### config.mk
export PLATFORM = sky130hd
export DESIGN_NAME = deferred_write_window_scheduler_unit
export DESIGN_NICKNAME = d
export VERILOG_FILES = /design/src/design/dwws_pkg.sv /design/src/design/dwws_window.sv /design/src/design/deferred_write_window_scheduler_unit.sv
export SDC_FILE = /design/constraint.sdc
export NUM_CORES = 1
export LEC_CHECK = 0
export BUFFER_PORTS_ARGS = -buffer_cell sky130_fd_sc_hd__buf_4
export CORE_MARGIN = 5
export CORE_UTILIZATION = 60
export CTS_BUF_LIST = sky130_fd_sc_hd__clkbuf_2
export CTS_CLUSTER_DIAMETER = 200
export DETAILED_ROUTE_END_ITERATION = 10
export PLACE_DENSITY = 0.81
export SLEW_MARGIN = 10
export SYNTH_ARGS = -nofsm -noshare
export SYNTH_HDL_FRONTEND = slang
export SYNTH_SLANG_ARGS = --single-unit
### constraint.sdc
create_clock -name clk -period 13 [get_ports clk]
set_input_delay 3.9 -clock clk [delete_from_list [all_inputs] [get_ports clk]]
set_output_delay 3.9 -clock clk [all_outputs]
set_load 0.005 [all_outputs]
### src/design/dwws_pkg.sv
// Shared types and constants of the deferred write window scheduler.
package dwws_pkg;

  localparam int SECOND_MS      = 1000;
  localparam int TWO_SECONDS_MS = 2 * SECOND_MS;

  localparam int PADDR_W = 5;
  localparam int PDATA_W = 32;

  typedef enum logic [1:0] {
    OP_REQUEST = 2'd0,
    OP_DECIDE  = 2'd1,
    OP_PLACED  = 2'd2
  } opcode_t;

  typedef enum logic [1:0] {
    V_IDLE   = 2'd0,
    V_HOLD   = 2'd1,
    V_PLACE  = 2'd2,
    V_FORCED = 2'd3
  } verdict_t;

  typedef enum logic [2:0] {
    REG_JITTER_GUARD = 3'd0,
    REG_DIRECT_START = 3'd1,
    REG_VIEW_STALE   = 3'd2,
    REG_WORST_WRITE  = 3'd3,
    REG_MAX_DEFER    = 3'd4,
    REG_SETTLE       = 3'd5
  } reg_idx_t;

  typedef struct packed {
    logic [7:0]  jitter_guard_ms;
    logic [10:0] direct_start_ms;
    logic [15:0] view_stale_ms;
    logic [9:0]  worst_write_ms;
    logic [31:0] max_defer_ms;
    logic [31:0] settle_ms;
  } cfg_t;

endpackage

### src/design/dwws_window.sv
// Dwell window check: decides whether a worst-case write fits the current dwell.
module dwws_window (
  input  dwws_pkg::cfg_t      cfg,
  input  logic [31:0]         now_ms,
  input  logic                may_transmit,
  input  logic [10:0]         plan_start_ms,
  input  logic [10:0]         plan_end_ms,
  input  logic                dwell_armed,
  input  logic                burst_unreported,
  input  logic [31:0]         view_time_ms,
  input  logic signed [11:0]  view_phase_ms,
  output logic                placeable
);

  localparam logic [17:0] SEC18  = 18'(dwws_pkg::SECOND_MS);
  localparam logic [18:0] SEC19  = 19'(dwws_pkg::SECOND_MS);
  localparam logic [18:0] TWO19  = 19'(dwws_pkg::TWO_SECONDS_MS);
  localparam logic [10:0] SEC11  = 11'(dwws_pkg::SECOND_MS);

  logic [31:0]        age;
  logic               stale;
  logic signed [18:0] phase;
  logic [17:0]        ph_fold;
  logic [17:0]        at;
  logic [18:0]        fin;
  logic [10:0]        wrap_lim;
  logic               wraps;
  logic [18:0]        edge_ms;
  logic               refused;

  always_comb begin
    age   = now_ms - view_time_ms;
    stale = age > {16'd0, cfg.view_stale_ms};
    // When the view is fresh the age fits in 17 bits, so the phase fits in 19 signed bits.
    phase = 19'(view_phase_ms) + $signed({2'b00, age[16:0]});
    ph_fold = (phase[17:0] >= SEC18) ? (phase[17:0] - SEC18) : phase[17:0];
    wrap_lim = plan_end_ms - SEC11;
    wraps = (plan_end_ms > SEC11) && (ph_fold < {7'd0, wrap_lim});
    at = wraps ? (ph_fold + SEC18) : ph_fold;
    fin = {1'b0, at} + 19'(cfg.worst_write_ms) + 19'(cfg.jitter_guard_ms);
    edge_ms = (at < SEC18) ? SEC19 : TWO19;
    refused = (at < {7'd0, plan_start_ms})
           || (fin > {8'd0, plan_end_ms})
           || ((at < {7'd0, cfg.direct_start_ms}) && (fin > {8'd0, cfg.direct_start_ms}))
           || (fin > edge_ms);
    placeable = !dwell_armed
             || (!burst_unreported && !stale && !may_transmit && !phase[18] && !refused);
  end

endmodule

### src/design/deferred_write_window_scheduler_unit.sv
// Top level of the deferred write window scheduler with its register file.
//
// Usage: firmware events enter on the in_ channel (valid/ready). Opcode request
// marks a write pending, decide asks for a verdict (idle, hold, place, forced)
// and placed reports that the write ran. Every item yields exactly one result
// on the out_ channel carrying the verdict, the pending flag, the request,
// write and forced totals and the longest wait seen so far.
// The item is captured in an input register, evaluated by short logic and the
// result is registered, so out_valid rises once the result register has taken
// it, and a new item can be taken every cycle while out_ready stays high, since
// the result register then frees each time the input register advances.
// When the receiver stalls the result register holds; the input register takes
// one more item only if it is empty, then in_ready stays low until out_ready returns.
// Settings are written over the APB port (psel/penable/pwrite, pready always
// high) and read back at the same addresses, four bytes apart.
// Reset (rst_n low, synchronous) empties both registers, clears the pending
// write, the counters and the longest wait, and loads the default settings.
module deferred_write_window_scheduler_unit (
  input  logic                          clk,
  input  logic                          rst_n,
  input  logic                          in_valid,
  output logic                          in_ready,
  input  logic [1:0]                    in_opcode,
  input  logic [31:0]                   in_now_ms,
  input  logic                          in_may_transmit,
  input  logic [10:0]                   in_plan_start_ms,
  input  logic [10:0]                   in_plan_end_ms,
  input  logic                          in_dwell_armed,
  input  logic                          in_burst_unreported,
  input  logic [31:0]                   in_view_time_ms,
  input  logic signed [11:0]            in_view_phase_ms,
  input  logic                          in_placed_forced,
  output logic                          out_valid,
  input  logic                          out_ready,
  output logic [1:0]                    out_verdict,
  output logic                          out_is_pending,
  output logic [31:0]                   out_request_count,
  output logic [31:0]                   out_write_count,
  output logic [31:0]                   out_forced_count,
  output logic [31:0]                   out_worst_wait_ms,
  input  logic                          psel,
  input  logic                          penable,
  input  logic                          pwrite,
  input  logic [dwws_pkg::PADDR_W-1:0]  paddr,
  input  logic [dwws_pkg::PDATA_W-1:0]  pwdata,
  output logic [dwws_pkg::PDATA_W-1:0]  prdata,
  output logic                          pready
);

  // Configuration registers.
  dwws_pkg::cfg_t cfg_r;
  dwws_pkg::cfg_t cfg_nxt;
  logic [2:0]     reg_idx;
  logic           cfg_wr;

  // Input register.
  logic               in_valid_r;
  logic [1:0]         opcode_r;
  logic [31:0]        now_r;
  logic               may_transmit_r;
  logic [10:0]        plan_start_r;
  logic [10:0]        plan_end_r;
  logic               dwell_armed_r;
  logic               burst_unreported_r;
  logic [31:0]        view_time_r;
  logic signed [11:0] view_phase_r;
  logic               placed_forced_r;

  // Scheduler state and result register.
  logic        out_valid_r;
  logic [1:0]  verdict_r;
  logic [1:0]  verdict_nxt;
  logic        pending_r;
  logic        pending_nxt;
  logic [31:0] first_r;
  logic [31:0] first_nxt;
  logic [31:0] last_r;
  logic [31:0] last_nxt;
  logic [31:0] req_cnt_r;
  logic [31:0] req_cnt_nxt;
  logic [31:0] wr_cnt_r;
  logic [31:0] wr_cnt_nxt;
  logic [31:0] forced_cnt_r;
  logic [31:0] forced_cnt_nxt;
  logic [31:0] worst_r;
  logic [31:0] worst_nxt;

  logic        advance;
  logic        fire;
  logic        placeable;
  logic [31:0] since_first;
  logic        spent;
  logic        settling;

  assign pready  = 1'b1;
  assign reg_idx = paddr[dwws_pkg::PADDR_W-1:2];
  assign cfg_wr  = psel && penable && pwrite;

  always_comb begin
    cfg_nxt = cfg_r;
    if (cfg_wr) begin
      unique case (reg_idx)
        dwws_pkg::REG_JITTER_GUARD: cfg_nxt.jitter_guard_ms = pwdata[7:0];
        dwws_pkg::REG_DIRECT_START: cfg_nxt.direct_start_ms = pwdata[10:0];
        dwws_pkg::REG_VIEW_STALE:   cfg_nxt.view_stale_ms   = pwdata[15:0];
        dwws_pkg::REG_WORST_WRITE:  cfg_nxt.worst_write_ms  = pwdata[9:0];
        dwws_pkg::REG_MAX_DEFER:    cfg_nxt.max_defer_ms    = pwdata;
        dwws_pkg::REG_SETTLE:       cfg_nxt.settle_ms       = pwdata;
        default: ;
      endcase
    end
  end

  always_comb begin
    unique case (reg_idx)
      dwws_pkg::REG_JITTER_GUARD: prdata = {24'd0, cfg_r.jitter_guard_ms};
      dwws_pkg::REG_DIRECT_START: prdata = {21'd0, cfg_r.direct_start_ms};
      dwws_pkg::REG_VIEW_STALE:   prdata = {16'd0, cfg_r.view_stale_ms};
      dwws_pkg::REG_WORST_WRITE:  prdata = {22'd0, cfg_r.worst_write_ms};
      dwws_pkg::REG_MAX_DEFER:    prdata = cfg_r.max_defer_ms;
      dwws_pkg::REG_SETTLE:       prdata = cfg_r.settle_ms;
      default:                    prdata = '0;
    endcase
  end

  always_ff @(posedge clk) begin
    if (!rst_n) begin
      cfg_r.jitter_guard_ms <= 8'd2;
      cfg_r.direct_start_ms <= 11'd450;
      cfg_r.view_stale_ms   <= 16'd50;
      cfg_r.worst_write_ms  <= 10'd20;
      cfg_r.max_defer_ms    <= 32'd2000;
      cfg_r.settle_ms       <= 32'd500;
    end else begin
      cfg_r <= cfg_nxt;
    end
  end

  // The result register frees when it is empty or taken; the input register also when it is empty.
  assign advance   = !out_valid_r || out_ready;
  assign in_ready  = !in_valid_r || advance;
  assign fire      = in_valid_r && advance;
  assign out_valid = out_valid_r;

  always_ff @(posedge clk) begin
    if (!rst_n) begin
      in_valid_r <= 1'b0;
    end else if (in_ready) begin
      in_valid_r <= in_valid;
    end
  end

  always_ff @(posedge clk) begin
    if (in_valid && in_ready) begin
      opcode_r           <= in_opcode;
      now_r              <= in_now_ms;
      may_transmit_r     <= in_may_transmit;
      plan_start_r       <= in_plan_start_ms;
      plan_end_r         <= in_plan_end_ms;
      dwell_armed_r      <= in_dwell_armed;
      burst_unreported_r <= in_burst_unreported;
      view_time_r        <= in_view_time_ms;
      view_phase_r       <= in_view_phase_ms;
      placed_forced_r    <= in_placed_forced;
    end
  end

  dwws_window u_window (
    .cfg              (cfg_r),
    .now_ms           (now_r),
    .may_transmit     (may_transmit_r),
    .plan_start_ms    (plan_start_r),
    .plan_end_ms      (plan_end_r),
    .dwell_armed      (dwell_armed_r),
    .burst_unreported (burst_unreported_r),
    .view_time_ms     (view_time_r),
    .view_phase_ms    (view_phase_r),
    .placeable        (placeable)
  );

  always_comb begin
    since_first    = now_r - first_r;
    spent          = since_first >= cfg_r.max_defer_ms;
    settling       = (now_r - last_r) < cfg_r.settle_ms;
    verdict_nxt    = dwws_pkg::V_IDLE;
    pending_nxt    = pending_r;
    first_nxt      = first_r;
    last_nxt       = last_r;
    req_cnt_nxt    = req_cnt_r;
    wr_cnt_nxt     = wr_cnt_r;
    forced_cnt_nxt = forced_cnt_r;
    worst_nxt      = worst_r;
    unique case (opcode_r)
      dwws_pkg::OP_REQUEST: begin
        req_cnt_nxt = req_cnt_r + 32'd1;
        pending_nxt = 1'b1;
        last_nxt    = now_r;
        if (!pending_r) begin
          first_nxt = now_r;
        end
      end
      dwws_pkg::OP_DECIDE: begin
        if (pending_r) begin
          if (!spent && settling) begin
            verdict_nxt = dwws_pkg::V_HOLD;
          end else if (placeable) begin
            verdict_nxt = dwws_pkg::V_PLACE;
          end else if (spent) begin
            verdict_nxt = dwws_pkg::V_FORCED;
          end else begin
            verdict_nxt = dwws_pkg::V_HOLD;
          end
        end
      end
      dwws_pkg::OP_PLACED: begin
        // The wait is taken from the stored first time even if nothing was pending.
        if (since_first > worst_r) begin
          worst_nxt = since_first;
        end
        wr_cnt_nxt  = wr_cnt_r + 32'd1;
        pending_nxt = 1'b0;
        if (placed_forced_r) begin
          forced_cnt_nxt = forced_cnt_r + 32'd1;
        end
      end
      default: ;
    endcase
  end

  always_ff @(posedge clk) begin
    if (!rst_n) begin
      out_valid_r  <= 1'b0;
      verdict_r    <= dwws_pkg::V_IDLE;
      pending_r    <= 1'b0;
      first_r      <= '0;
      last_r       <= '0;
      req_cnt_r    <= '0;
      wr_cnt_r     <= '0;
      forced_cnt_r <= '0;
      worst_r      <= '0;
    end else begin
      if (advance) begin
        out_valid_r <= in_valid_r;
      end
      if (fire) begin
        verdict_r    <= verdict_nxt;
        pending_r    <= pending_nxt;
        first_r      <= first_nxt;
        last_r       <= last_nxt;
        req_cnt_r    <= req_cnt_nxt;
        wr_cnt_r     <= wr_cnt_nxt;
        forced_cnt_r <= forced_cnt_nxt;
        worst_r      <= worst_nxt;
      end
    end
  end

  // State changes only together with a new result, so it doubles as the result payload.
  assign out_verdict       = verdict_r;
  assign out_is_pending    = pending_r;
  assign out_request_count = req_cnt_r;
  assign out_write_count   = wr_cnt_r;
  assign out_forced_count  = forced_cnt_r;
  assign out_worst_wait_ms = worst_r;

endmodule
==> impl_metrics.yaml, run 1 <==
worst_setup_path:
  r2r_end: "out_verdict[0]$_SDFFE_PN0P_"
  max_stage_delay_ps: 500
  r2r_slack_ps: 860
  cp_top_family: "compound AO/OA/AOI/OAI gates"
  critPathMostFrequentCell: "ha_1"
  critPathLaunchType: "flop"
  crit_path_top_delay_cell: "a2111o_1"
  r2r_cells: 52
  path_max_fanout: 6
  critPathBufInv: 6
  arrival_ps: 13230
  setup.worst_path.class: "reg2reg"
  critPathRequiredTime_ps: 14090
  end_kind: "flop"
  r2r_start: "now_r[0]$_DFFE_PP_"
power_and_ir_drop:
  p_total_mw: 4.13
  p_per_area_nw_per_um2: 130
  ir_drop_uv: 104
  p_leak_nw: 13.6
global_route:
  grt_pass1_wl_microns: 122000
  grt_overflow_total: 0
  grt_pass1_vias: 24100
  grt_usage_pct: 30.0
  antenna_found_initial: 4
  grt_max_degree: 125
cells_and_area:
  final.fill_count: 3590
  final_common_cell: "nand2_1"
  layout.nets: 4019
  mostFrequentLayoutCells: "nand2_1 (422), buf_4 (370), inv_1 (312), dfxtp_1 (306), ha_1 (297)"
  fin_cells: 4260
  area_delta_synth_final_pct: 16.2
  drive_gt1_share_pct: 16.2
detailed_routing:
  totalWireLength_microns: 77600
  post-route-drc-count: 0
  ant_nets: 0
  routedWlPerCell_microns: 18.2
  viasPerCell: 5.71
  drtIter0Drc: 1735
  route.vias.total: 24300
  firstDrtPassIters: 6
sta:
  fmax_mhz: 82.3
  setup_violations: 0
  tightest_slew_ps: 1270
  period_needed_ps: 12140
  fin_skew_ps: 118
  fin_crit_sh_pct: 93.4
  hold_violations: 0
  slew_viol_final: 0
  tns_ps: 0
  rsz0062_at_grt: "false"
  slew_headroom_pct: 14.8
clocking:
  htree_levels: 3
  cts_tree: "built"
  postCtsSetupBuffers: 0
  cts_hold_buf: 0
  clock_path_buffers: 3
  clock_sinks: 410
  cts.clk_slew.worst_paths_ps: 120
  clock-root-buffer: "clkbuf_2"
  insertion_delay_ps: 1180
  cts_buffers: 108
hold_path:
  hold_class: "reg2reg"
  hold_depth: 2
  hold_end: "first_r[25]$_SDFFE_PN0P_"
  hp-start: "first_r[25]$_SDFFE_PN0P_"
logic_synthesis:
  synth-seq-area-share_pct: 33.8
  synthArstFlopShare_pct: 0
  synthesis.nets: 3635
  syn_area_sq_um: 27300
  ys_types: 94
  synthFlopType: "dfxtp_1"
  synth_cells: 3177
  synth_warnings: 0
  synth_top_cell_area_share_pct: 22.4
  synth_edf_count: 104
  synthTopCellsByArea: "dfxtp_1 (22%), ha_1 (14%), edfxtp_1 (11%)"
  syn_avg_cell_area_sq_um: 8.61
  yosys.area.top_type: "dfxtp_1"
  ys_ff_latch: 410
die:
  dieHeight_microns: 223
  io_pins: 314
  die_area_sq_um: 49900
  coreArea_sq_um: 45200
  initial_core_util_pct: 60.5
  rows: 78
  fp.dieW_microns: 223
job:
  cap_violations: 0
placed_design:
  place_hpwl_microns: 59500
  io_buffers: 310
  gp_congestion: 0.946
  dpl.cell_count: 4051
run_status:
  status: "complete, no violations"
==> kinds of logic (layout without fill, tap and decap cells) <==
group	Yosys count	in the layout	synth area share [%]
flops	410	410	33.8
buf+inv	410	886	5.67
mux	91	91	3.47
other cells	1	8	0.0137
fa+ha+maj	310	310	14.5
xor+xnor	192	192	6.26
simple gates	1058	1058	18.8
compound gates	705	705	17.4
==> report_power, final <==
group	internal, mW	switching [mW]
combinational	0.756	0.981
sequential	1.34	0.0256
clock	0.456	0.567
total	2.55	1.57
==> registers in the layout (all words and copies together), names as in the netlist, 2 cells and up <==
name	flops
cfg_r	109
out_request_count	32
last_r	32
out_write_count	32
plan_start_r	11
view_time_r	32
out_forced_count	32
out_verdict	2
now_r	32
plan_end_r	11
opcode_r	2
view_phase_r	12
out_worst_wait_ms	32
first_r	32
==> worst min-delay path: cells and delay by family (launching register included) <==
kind | cells | cell delay (ps)
DFF | 1 | 320
AOI/OAI and AO/OA | 1 | 70
and+or+nand+nor | 1 | 40
==> cells in the mapped netlist (35+ instances only) <==
master and instances:
a21boi_0 169, a21o_1 50, a21oi_1 125, and2_1 86, clkbuf_1 86, dfxtp_1 306
edfxtp_1 104, ha_1 297, inv_1 312, mux2i_1 88, nand2_1 422, nand2b_1 45
nand3_1 65, nand4_1 47, nor2_1 144, nor2b_1 94, nor3_1 45, o21a_1 35
o21ai_0 135, xnor2_1 157
==> per-stage QoR <==
stage | worst slack, ps | util (%) | area [sq um] | hold slack (ps)
2_1_floorplan | 2310 | - | 27300 | 443
3_3_place_gp | 567 | 67.6 | 30500 | 451
3_5_place_dp | 356 | 67.6 | 30500 | 458
4_1_cts | 309 | 70.1 | 31700 | 470
5_1_grt | 67.0 | 70.3 | 31800 | 491
6_report | 855 | 70.3 | 31800 | 470
==> area by class of cell <==
cell class	count	area [sq um]	area share (%)
antenna	7	17.5	0.0551
clock buffer	160	801	2.52
timing repair buffer	372	2810	8.84
clock inverter	42	340	1.07
sequential	410	9250	29.1
multi-input combinational	2357	16600	52.3
tap	600	751	2.36
inverter	312	1170	3.69
==> timing repair <==
item                                   CTS  global route
setup endpoints to repair                0             2
gates resized for setup                  0            13
endpoints found under the hold margin    0             0
==> worst max-delay path by stage <==
stage                             endpoint               start  depth (start not counted)
6_report       out_verdict[0]$_SDFFE_PN0P_  now_r[0]$_DFFE_PP_                         52
5_1_grt        out_verdict[0]$_SDFFE_PN0P_  now_r[0]$_DFFE_PP_                         51
4_1_cts        out_verdict[0]$_SDFFE_PN0P_  now_r[0]$_DFFE_PP_                         50
3_5_place_dp   out_verdict[0]$_SDFFE_PN0P_  now_r[0]$_DFFE_PP_                         50
3_3_place_gp   out_verdict[0]$_SDFFE_PN0P_  now_r[0]$_DFFE_PP_                         50
2_1_floorplan  out_verdict[0]$_SDFFE_PN0P_  now_r[1]$_DFFE_PP_                         50
==> per-layer routing <==
layer	vias to the layer above	part of all wire, %	GRT usage [%]
met3	222	6.5	6.12
met5	-	0	0
met2	846	48	51.5
met4	0	5.0	14.1
met1	11400	40	36.1
li1	11900	-	-
No activity file was read; power rests on OpenSTA's default activity.
==> run 2, diff against run 1 <==
--- a/config.mk
+++ b/config.mk
@@ -11,7 +11,7 @@
 export CTS_BUF_LIST = sky130_fd_sc_hd__clkbuf_2
 export CTS_CLUSTER_DIAMETER = 200
 export DETAILED_ROUTE_END_ITERATION = 10
-export PLACE_DENSITY = 0.81
+export PLACE_DENSITY = 0.92
 export SLEW_MARGIN = 10
 export SYNTH_ARGS = -nofsm -noshare
 export SYNTH_HDL_FRONTEND = slang
==> constraint.sdc (replaced) <==
create_clock -name clk -period 13 [get_ports clk]
set_input_delay 1.3 -clock clk [delete_from_list [all_inputs] [get_ports clk]]
set_output_delay 1.3 -clock clk [all_outputs]
set_load 0.005 [all_outputs]
==> run 2 against run 1 <==
Against the previous run:
- utilization down 1.0 points
- non-clock buffer count shrank 36
- highest routed layer is now met5
- final area decreased by 1.5%
- combinational power is 5% lower
- largest cell class unchanged
- power fell by 4.6%
- maximum frequency decreased by 1.1%
==> impl_metrics.yaml, run 2 (synthesis results as in run 1) <==
global_route:
  grt_pass1_vias: 24100
  grt_max_degree: 126
  grt_pass1_wl_microns: 123000
  grt_overflow_total: 0
  antenna_found_initial: 3
  grt_usage_pct: 30.0
cells_and_area:
  mostFrequentLayoutCells: "nand2_1 (422), buf_4 (335), inv_1 (312), dfxtp_1 (306), ha_1 (297)"
  area_delta_synth_final_pct: 14.5
  drive_gt1_share_pct: 15.3
  final.fill_count: 3438
  layout.nets: 3981
  fin_util_pct: 69.3
  final_common_cell: "nand2_1"
  largest_register: "cfg_r"
  largest_reg_flops: 109
sta:
  slew_headroom_pct: 21.7
  fin_skew_ps: 117
  hold_violations: 0
  tightest_slew_ps: 1170
  tns_ps: 0
  slew_viol_final: 0
  fmax_mhz: 81.4
  setup_violations: 0
  fin_crit_sh_pct: 94.5
  period_needed_ps: 12290
  rsz0062_at_grt: "false"
die:
  initial_core_util_pct: 60.5
  die_area_sq_um: 49900
  dieHeight_microns: 223
  io_pins: 314
  coreArea_sq_um: 45200
  fp.dieW_microns: 223
  rows: 78
worst_setup_path:
  crit_path_top_delay_cell: "edfxtp_1"
  critPathRequiredTime_ps: 14030
  critPathLaunchType: "flop"
  critPathMostFrequentCell: "ha_1"
  path_max_fanout: 11
  end_kind: "flop"
  setup.worst_path.class: "reg2reg"
  arrival_ps: 13320
  max_stage_delay_ps: 530
run_status:
  status: "complete, no violations"
detailed_routing:
  routedWlPerCell_microns: 18.6
  post-route-drc-count: 0
  viasPerCell: 5.81
  drtIter0Drc: 1932
  firstDrtPassIters: 6
  ant_nets: 0
  totalWireLength_microns: 78400
  route.vias.total: 24400
clocking:
  insertion_delay_ps: 1170
  clock-root-buffer: "clkbuf_2"
  cts_hold_buf: 0
  cts_buffers: 106
  cts_tree: "built"
  htree_levels: 3
  clock_path_buffers: 3
  cts.clk_slew.worst_paths_ps: 110
  clock_sinks: 410
hold_path:
  hold_class: "in2reg"
power_and_ir_drop:
  ir_drop_uv: 116
  p_leak_nw: 13.3
  p_per_area_nw_per_um2: 126
placed_design:
  io_buffers: 310
  place_hpwl_microns: 59100
  gp_congestion: 0.974
job:
  cap_violations: 0
==> run 2: worst max-delay path, delay by kind of cell (launching register included) <==
family                   cells  cell delay (ps)
AND/OR/NAND/NOR             13             3870
flip-flops                   1              530
adder cells (fa/ha/maj)      6             2030
AO/OA/AOI/OAI               19             4310
buffers and inverters        4              530
XOR/XNOR                     4              900
==> run 2: path summary, 6_finish.rpt <==
check / start / endpoint / slack [ps] / cells past startpoint
worst min register to register: first_r[13]$_SDFFE_PN0P_ / first_r[13]$_SDFFE_PN0P_ / 470 / 2
worst max-delay path: now_r[6]$_DFFE_PP_ / out_verdict[0]$_SDFFE_PN0P_ / 710 / 46
worst min-delay path: in_opcode[1] / opcode_r[1]$_DFFE_PP_ / 300 / 1
worst max register to register: now_r[6]$_DFFE_PP_ / out_verdict[0]$_SDFFE_PN0P_ / 710 / 46
==> run 2: what timing repair did <==
item                                    CTS  global route
buffers inserted                          0             2
endpoints found under the setup margin    0             2
gates resized for setup                   0             9
==> run 2: report_power, final <==
part	switching, mW	internal, mW	total (mW)
logic	0.947	0.703	1.65
registers	0.0290	1.34	1.37
clock network	0.577	0.340	0.916
==> run 2: layer usage <==
metal | vias up | share of wire, % | global-route usage [%]
met3 | 222 | 10 | 8.08
met5 | - | 0.022 | 0
met4 | 2 | 4.6 | 13.5
met1 | 11400 | 40 | 37.7
li1 | 11700 | - | -
met2 | 1034 | 46 | 48.7
==> run 2: metrics by stage <==
| step | cell area, sq um | hold WS, ps | worst slack, ps | power (mW) | instances |
|---|---|---|---|---|---|
| 5_1_grt | 31300 | 194 | 24.6 | 4.20 | 4207 |
| 2_1_floorplan | 27300 | 443 | 2310 | 2.53 | 3177 |
| 4_1_cts | 31200 | 191 | 565 | 3.90 | 4203 |
| 3_5_place_dp | 30300 | 457 | 582 | 2.99 | 4013 |
| 3_3_place_gp | 30300 | 450 | 928 | 2.95 | 4013 |
| 6_report | 31300 | 298 | 715 | 3.93 | 4209 |
==> run 2: cell type report <==
cell class / instances / area (sq um) / area share [%]
antenna: 4 / 10.0 / 0.0320
clock buffer: 161 / 806 / 2.57
clock inverter: 29 / 155 / 0.496
inverter: 312 / 1170 / 3.74
multi-input combinational: 2357 / 16600 / 53.1
sequential: 410 / 9250 / 29.6
tap: 600 / 751 / 2.40
timing repair buffer: 336 / 2530 / 8.07
